**src/gda_pkg.sv**
```systemverilog
// Shared types, constants and calendar helpers for the Gregorian date advance unit.
// No dependencies; imported by gda_sub_unit and gregorian_date_advance_unit.
package gda_pkg;

    localparam int YEAR_W  = 14;
    localparam int MONTH_W = 4;
    localparam int DAY_W   = 5;
    localparam int COUNT_W = 16;
    localparam int R400_W  = 9;
    localparam int R100_W  = 7;

    localparam logic [YEAR_W-1:0]  MAX_YEAR   = 14'd9999;
    localparam logic [YEAR_W-1:0]  MOD_400    = 14'd400;
    localparam logic [YEAR_W-1:0]  MOD_100    = 14'd100;
    localparam logic [R400_W-1:0]  R400_LAST  = 9'd399;
    localparam logic [R100_W-1:0]  R100_LAST  = 7'd99;
    localparam logic [MONTH_W-1:0] MONTH_JAN  = 4'd1;
    localparam logic [MONTH_W-1:0] MONTH_FEB  = 4'd2;
    localparam logic [MONTH_W-1:0] MONTH_APR  = 4'd4;
    localparam logic [MONTH_W-1:0] MONTH_JUN  = 4'd6;
    localparam logic [MONTH_W-1:0] MONTH_SEP  = 4'd9;
    localparam logic [MONTH_W-1:0] MONTH_NOV  = 4'd11;
    localparam logic [MONTH_W-1:0] MONTH_DEC  = 4'd12;
    localparam logic [DAY_W-1:0]   DAY_FIRST  = 5'd1;
    localparam logic [DAY_W-1:0]   DAY_LAST31 = 5'd31;

    typedef enum logic [1:0] {
        ST_OK         = 2'd0,
        ST_BAD_DATE   = 2'd1,
        ST_ZERO_COUNT = 2'd2,
        ST_OVERFLOW   = 2'd3
    } status_t;

    typedef struct packed {
        logic [YEAR_W-1:0]  start_year;
        logic [MONTH_W-1:0] start_month;
        logic [DAY_W-1:0]   start_day;
        logic [COUNT_W-1:0] day_count;
    } req_t;

    typedef struct packed {
        logic [YEAR_W-1:0]  end_year;
        logic [MONTH_W-1:0] end_month;
        logic [DAY_W-1:0]   end_day;
        status_t            status;
    } rsp_t;

    // Result of the shared compare and subtract unit.
    typedef struct packed {
        logic              ge;
        logic [YEAR_W-1:0] diff;
    } sub_res_t;

    // Days in a month; months outside 1..12 fall to 31 and are rejected elsewhere.
    function automatic logic [DAY_W-1:0] month_len(input logic [MONTH_W-1:0] m,
                                                    input logic leap);
        logic [DAY_W-1:0] len;
        len = 5'd31;
        case (m)
            MONTH_APR, MONTH_JUN, MONTH_SEP, MONTH_NOV: len = 5'd30;
            MONTH_FEB: len = leap ? 5'd29 : 5'd28;
            default: len = 5'd31;
        endcase
        return len;
    endfunction

endpackage

```
**src/gda_sub_unit.sv**
```systemverilog
// Shared compare and subtract unit used to reduce the year modulo 400 and 100.
// Depends on gda_pkg.
module gda_sub_unit (
    input  logic [gda_pkg::YEAR_W-1:0] a,
    input  logic [gda_pkg::YEAR_W-1:0] b,
    output gda_pkg::sub_res_t          res
);
    import gda_pkg::*;

    logic [YEAR_W:0] wide_diff;

    // One subtraction; the borrow bit gives the compare result.
    always_comb
    begin
        wide_diff = {1'b0, a} - {1'b0, b};
        res.ge    = ~wide_diff[YEAR_W];
        res.diff  = wide_diff[YEAR_W-1:0];
    end

endmodule

```
**src/gregorian_date_advance_unit.sv**
```systemverilog
// Top level of the Gregorian date advance unit: sequencer, date registers and result.
// Depends on gda_pkg and gda_sub_unit.
//
// Usage: drive req with a start date and a day count and raise start while busy is
// low; that edge accepts the transaction and busy is high from the next cycle on. The
// block first reduces the year modulo 400 and then modulo 100 by repeated subtraction
// in one shared subtract unit, checks the date, then advances one day per cycle until
// the count is used up and returns the result. A year overflow ends the loop early,
// and an invalid date or a zero count ends the transaction after the check. A start
// year above 9999 is rejected in the first reduction step, ahead of any subtraction.
// The result appears on rsp, marked by done high for a single cycle, in the first cycle
// that busy is low again; the receiver cannot stall, so it must take the result then.
// A new transaction may be started in the done cycle itself. Only one transaction is
// in flight at a time.
// Reset (rst_n low, asynchronous) returns the sequencer to idle and clears done;
// no result is produced for a transaction cut off by reset.
module gregorian_date_advance_unit #(
    parameter int unsigned MAX_COUNT = 65535
) (
    input  logic          clk,
    input  logic          rst_n,
    input  logic          start,
    input  gda_pkg::req_t req,
    output logic          busy,
    output logic          done,
    output gda_pkg::rsp_t rsp
);
    import gda_pkg::*;

    localparam logic [31:0] MAX_CNT = 32'(MAX_COUNT);

    typedef enum logic [4:0] {
        S_IDLE   = 5'b00001,
        S_MOD400 = 5'b00010,
        S_MOD100 = 5'b00100,
        S_CHECK  = 5'b01000,
        S_RUN    = 5'b10000
    } state_t;

    state_t              state_reg, state_next;
    logic [YEAR_W-1:0]   year_reg, year_next;
    logic [MONTH_W-1:0]  month_reg, month_next;
    logic [DAY_W-1:0]    day_reg, day_next;
    logic [COUNT_W-1:0]  cnt_reg, cnt_next;
    logic [YEAR_W-1:0]   rem_reg, rem_next;
    logic [R400_W-1:0]   r400_reg, r400_next;
    logic [R100_W-1:0]   r100_reg, r100_next;
    logic                done_reg, done_next;
    rsp_t                rsp_reg, rsp_next;

    logic [YEAR_W-1:0]   sub_b;
    sub_res_t            sub_res;
    logic                leap;
    logic [DAY_W-1:0]    mlen;
    logic                date_ok;

    // Shared subtract unit; the modulus follows the reduction step.
    assign sub_b = state_reg == S_MOD100 ? MOD_100 : MOD_400;

    gda_sub_unit u_sub (
        .a   (rem_reg),
        .b   (sub_b),
        .res (sub_res)
    );

    // Leap year from the running residues and the low year bits.
    assign leap = ((year_reg[1:0] == 2'd0) && (r100_reg != '0)) || (r400_reg == '0);
    assign mlen = month_len(month_reg, leap);
    assign date_ok = (month_reg >= MONTH_JAN) && (month_reg <= MONTH_DEC)
                     && (day_reg != '0) && (day_reg <= mlen);

    // Sequencer and datapath next state.
    always_comb
    begin
        state_next = state_reg;
        year_next  = year_reg;
        month_next = month_reg;
        day_next   = day_reg;
        cnt_next   = cnt_reg;
        rem_next   = rem_reg;
        r400_next  = r400_reg;
        r100_next  = r100_reg;
        done_next  = 1'b0;
        rsp_next   = rsp_reg;
        case (state_reg)
            S_IDLE:
            begin
                if (start)
                begin
                    year_next  = req.start_year;
                    month_next = req.start_month;
                    day_next   = req.start_day;
                    rem_next   = req.start_year;
                    cnt_next   = (32'(req.day_count) > MAX_CNT) ? MAX_CNT[COUNT_W-1:0]
                                                                : req.day_count;
                    state_next = S_MOD400;
                end
            end
            S_MOD400:
            begin
                if (year_reg > MAX_YEAR)
                begin
                    rsp_next   = '{end_year: '0, end_month: '0, end_day: '0,
                                   status: ST_BAD_DATE};
                    done_next  = 1'b1;
                    state_next = S_IDLE;
                end
                else if (sub_res.ge)
                begin
                    rem_next = sub_res.diff;
                end
                else
                begin
                    r400_next  = rem_reg[R400_W-1:0];
                    state_next = S_MOD100;
                end
            end
            S_MOD100:
            begin
                if (sub_res.ge)
                begin
                    rem_next = sub_res.diff;
                end
                else
                begin
                    r100_next  = rem_reg[R100_W-1:0];
                    state_next = S_CHECK;
                end
            end
            S_CHECK:
            begin
                if (!date_ok)
                begin
                    rsp_next   = '{end_year: '0, end_month: '0, end_day: '0,
                                   status: ST_BAD_DATE};
                    done_next  = 1'b1;
                    state_next = S_IDLE;
                end
                else if (cnt_reg == '0)
                begin
                    rsp_next   = '{end_year: year_reg, end_month: month_reg,
                                   end_day: day_reg, status: ST_ZERO_COUNT};
                    done_next  = 1'b1;
                    state_next = S_IDLE;
                end
                else
                begin
                    state_next = S_RUN;
                end
            end
            S_RUN:
            begin
                if (cnt_reg == '0)
                begin
                    rsp_next   = '{end_year: year_reg, end_month: month_reg,
                                   end_day: day_reg, status: ST_OK};
                    done_next  = 1'b1;
                    state_next = S_IDLE;
                end
                else if (day_reg < mlen)
                begin
                    day_next = day_reg + DAY_FIRST;
                    cnt_next = cnt_reg - 16'd1;
                end
                else if (month_reg != MONTH_DEC)
                begin
                    day_next   = DAY_FIRST;
                    month_next = month_reg + MONTH_JAN;
                    cnt_next   = cnt_reg - 16'd1;
                end
                else if (year_reg >= MAX_YEAR)
                begin
                    rsp_next   = '{end_year: MAX_YEAR, end_month: MONTH_DEC,
                                   end_day: DAY_LAST31, status: ST_OVERFLOW};
                    done_next  = 1'b1;
                    state_next = S_IDLE;
                end
                else
                begin
                    // New year: keep the residues in step with the year.
                    day_next   = DAY_FIRST;
                    month_next = MONTH_JAN;
                    year_next  = year_reg + 14'd1;
                    r400_next  = (r400_reg == R400_LAST) ? '0 : r400_reg + 9'd1;
                    r100_next  = (r100_reg == R100_LAST) ? '0 : r100_reg + 7'd1;
                    cnt_next   = cnt_reg - 16'd1;
                end
            end
            default:
            begin
                state_next = S_IDLE;
            end
        endcase
    end

    // Control registers.
    always_ff @(posedge clk or negedge rst_n)
    begin
        if (!rst_n)
        begin
            state_reg <= S_IDLE;
            done_reg  <= 1'b0;
        end
        else
        begin
            state_reg <= state_next;
            done_reg  <= done_next;
        end
    end

    // Payload registers.
    always_ff @(posedge clk)
    begin
        year_reg  <= year_next;
        month_reg <= month_next;
        day_reg   <= day_next;
        cnt_reg   <= cnt_next;
        rem_reg   <= rem_next;
        r400_reg  <= r400_next;
        r100_reg  <= r100_next;
        rsp_reg   <= rsp_next;
    end

    assign busy = state_reg != S_IDLE;
    assign done = done_reg;
    assign rsp  = rsp_reg;

    // A result strobe only follows a transaction that was in progress.
    a_done_after_busy: assert property (@(posedge clk) disable iff (!rst_n)
        done |-> $past(busy))
        else $error("done without a transaction in progress");

    // The result strobe lasts one cycle.
    a_done_pulse: assert property (@(posedge clk) disable iff (!rst_n)
        done |=> !done)
        else $error("done held longer than one cycle");

    // An accepted transaction makes the block busy.
    a_accept_busy: assert property (@(posedge clk) disable iff (!rst_n)
        start && !busy |=> busy)
        else $error("accepted transaction did not raise busy");

    // A successful result has a month in 1..12, a nonzero day and a year up to 9999.
    a_ok_date: assert property (@(posedge clk) disable iff (!rst_n)
        done && rsp.status == ST_OK |-> rsp.end_month >= MONTH_JAN
            && rsp.end_month <= MONTH_DEC && rsp.end_day != '0
            && rsp.end_year <= MAX_YEAR)
        else $error("ok result carries an impossible date");

    // The year residues stay in range while days are advanced.
    a_residue_range: assert property (@(posedge clk) disable iff (!rst_n)
        state_reg == S_RUN |-> r400_reg <= R400_LAST && r100_reg <= R100_LAST)
        else $error("year residue out of range");

endmodule
```
**config.mk**
```make
export PLATFORM = sky130hd
export DESIGN_NAME = gregorian_date_advance_unit
export DESIGN_NICKNAME = d
export VERILOG_FILES = /design/src/gda_pkg.sv /design/src/gda_sub_unit.sv /design/src/gregorian_date_advance_unit.sv
export SDC_FILE = /design/constraint.sdc
export NUM_CORES = 1
export LEC_CHECK = 0
export ABC_CLOCK_PERIOD_IN_PS = 3800
export BUFFER_PORTS_ARGS = -buffer_cell sky130_fd_sc_hd__buf_2
export CAP_MARGIN = 30
export CORE_MARGIN = 2
export CORE_UTILIZATION = 48
export CTS_BUF_LIST = sky130_fd_sc_hd__clkbuf_8
export DETAILED_ROUTE_END_ITERATION = 8
export PLACE_DENSITY = 0.68
export SYNTH_ARGS = -nofsm -noshare
export SYNTH_HDL_FRONTEND = slang
export SYNTH_SLANG_ARGS = --single-unit
```
**constraint.sdc**
```tcl
create_clock -name clk -period 3.8 [get_ports clk]
set_input_delay 0.76 -clock clk [delete_from_list [all_inputs] [get_ports clk]]
set_output_delay 0.76 -clock clk [all_outputs]
set_load 0.005 [all_outputs]
```
==> reports/results.ini <==
[run_status]
status = complete, but fails checks
violations = DRC

[global_routing]
grt_max_degree = 84
track_usage_pct = 20.80
grt_pass1_vias = 4111
gr-total-overflow = 0
grt_pass1_wl_um = 20850
antenna_found_initial = 0

[yosys]
synth.net_count = 619
yosys.area_share.simple_pct = 18.31
synthAdderAreaFrac_pct = 4.818
synthCells = 555
synth_top_family_by_area = simple AND/OR/NAND/NOR gates
yosysMostFrequentCell = edfxtp_1
synth-xor-area-share_pct = 6.439
yosys_warnings = 0
synth.area.top_cells = edfxtp_1, o21ai_0, nand2_1
synth-compound-area-share_pct = 14.94
synth_top_area_share_pct = 49.41
netlist_area_mm2 = 0.005713
async_flop_share_pct = 6.000
ys.flop_type = edfxtp_1
yosysSeqAreaShare_pct = 52.06
synth_top_cells_by_count = edfxtp_1, nand2_1, o21ai_0, nor2_1, nand3_1
synth_mux_area_share_pct = 0.7227
synth_enable_flop_cells = 94
synth_seq_cells = 100
avgSynthCellArea_um2 = 10.29
yosys.area.top_type = edfxtp_1
yosysUniqueCellTypes = 59

[clock_network]
cts_buffers = 9
clockBufferDepth = 2
cts_setup_buffers = 0
htree_num_levels = 3
cts.hold.buffers_added = 0
cts.clk_slew.worst_paths_ns = 0.10
clk-insertion-delay-late_ns = 0.38
cts.sinks = 100
root_buffer = clkbuf_8
cts_resized = 0
cts_tree = yes

[setup_path]
slowest_delay_ns = 0.63
timing.critical_path.required_ns = 3.79
cp_max_fo = 21
critPathMostFrequentCell = ha_1
path_class = register to register
setup.worst_path.end_class = register
crit_slowest_cell = or4_4
critPathLaunchType = register
crit_arrival_ns = 3.50
cp_cell_sequence = inv_1 > ha_1 > nor3b_1 > a21boi_0 > a21oi_1 > ha_1 > nor2b_1 > o2111ai_1 > or4_4 > o21a_1

[sta]
clock_skew_ns = 0.01120
period_share_pct = 92.45
report.final.hold_viol_count = 0
worst_slack_ns = 0.2871
holdWs_ns = 0.1884
tightestPinTransition_ns = 0.9335
fin_setup_tns_ns = 0
fin_crit_ns = 3.513
max-slew-margin-rel_pct = 37.77
max_freq_mhz = 284.7
setup_viol = 0
rsz0062_at_grt = false
maxSlewViolCount = 0

[pwr]
swShare_pct = 32.36
p_sw_mw = 1.135
p_leak_nw = 2.673
powerDensity_mw_per_mm2 = 543.2
power_mw = 3.509
ir_drop_mv = 0.3208
seq_power_share_pct = 48.1
clkPwrFrac_pct = 25.1
power_frac_comb_pct = 26.8
internal_power_mw = 2.373

[placed_design]
port_buffers = 68
place_congestion = 0.8453
hpwl_um = 9542
dpl_worst_slack_ns = 0.3704

[drt]
wl_per_cell_um = 17.06
via_per_inst = 5.691
num_vias = 4371
drcViolationCount = 5
drtIter0Drc = 363
ant_nets = 0
drt_wl_total_um = 13100
firstDrtPassIters = 7

[floorplan]
die_w_um = 113.1
fp.dieArea_mm2 = 0.01279
initial_core_util_pct = 49.61
row_count = 39
ios = 69
die_y_um = 113.1
coreArea_mm2 = 0.01152

[finish]
layout.nets = 684
seq_area_mm2 = 0.002974
largest_reg_flops = 25
fin_util_pct = 56.08
drive_gt1_share_pct = 17.12
antenna_cells = 0
area_growth_pct = 13.05
multi_input_area_mm2 = 0.002589
fill_cells = 992

[min_path]
hp-class = input port to asynchronous set/reset pin

[job]
drv_cap = 0

## cells by family (layout without fill, tap and decap cells)
kind of cell	Yosys count	after routing
xor gates and xnor gates	42	42
buffers and inverters	40	110
muxes	4	4
AOI/OAI and AO/OA	135	135
DFF	100	100
and+or+nand+nor	212	212
adders and majority gates	22	22
## stage by stage
step | area, µm² | instances
final | 6459 | 768
after global routing | 6459 | 768
after CTS | 6459 | 768
after detailed placement | 6202 | 752
after global placement | 6202 | 752
after floorplan | 5713 | 555
## power by group through the flow
stage / combinational [mW] / sequential [mW] / clock [mW]
floorplan: 0.689 / 1.65 / 0
global placement: 0.912 / 1.70 / 0
detailed placement: 0.932 / 1.71 / 0
CTS: 0.940 / 1.68 / 0.892
global route: 1.06 / 1.72 / 0.933
finish: 0.939 / 1.69 / 0.882
## routing by layer
layer	vias to the layer above	global-route usage, %	wire, µm
met3	10	3.107	637
met2	109	33.33	6223
met1	2098	29.25	6098
li1	2154	-	-
met4	0	6.829	143
met5	-	0	0
## placed cells by master (no fill, tap or decap), types with 3 or more instances in the layout
cell	Yosys	layout
o31a_1	3	3
or2_2	5	5
nand3_1	32	31
inv_1	20	22
o31ai_1	6	6
or4_1	3	3
or3_1	3	3
o21ai_0	56	56
nor3_1	15	15
bufinv_16	0	4
nand2_1	74	74
nor3b_1	3	3
a21oi_1	13	13
o22ai_1	4	4
nand3b_1	3	3
edfxtp_1	94	94
and2_1	11	11
nor2_1	34	34
dfrtp_1	5	5
clkbuf_8	0	9
xnor2_1	21	21
nor4_1	3	3
o21a_1	6	6
a21o_1	19	19
a31oi_1	8	8
mux2i_1	3	3
buf_4	1	6
nand2b_1	3	3
and3_1	6	6
buf_2	1	68
xor2_1	21	21
ha_1	22	22
nand4_1	4	4
or4_4	3	3
## final timing paths
kind                              start            to  slack, ns  cells past startpoint
max in group asynchronous         rst_n  state_reg[0]       3.38                      1
min reg2reg                  rem_reg[7]   r400_reg[7]       0.60                      2
max reg2reg                month_reg[0]    cnt_reg[0]       0.29                     10
min in group clk                  start  state_reg[0]       0.57                      2
max                        month_reg[0]    cnt_reg[0]       0.29                     10
min                               rst_n  state_reg[2]       0.19                      1
## worst max-delay path: cells and delay by family, from the launching register on
kind	cells	cell delay, ns
buffers and inverters	1	0.15
AO/OA/AOI/OAI	4	1.07
AND/OR/NAND/NOR	3	1.05
flip-flops	1	0.47
adder cells (fa/ha/maj)	2	0.36
## area by class of cell
class | instances | share of cell area (%)
inverters | 20 | 1.162
repair buffers | 74 | 5.967
clock buffers | 9 | 1.918
clock inverters | 7 | 2.053
well taps | 143 | 2.770
flip-flops and latches | 100 | 46.05
multi-input cells | 415 | 40.08
No activity file was read; power rests on OpenSTA's default activity.
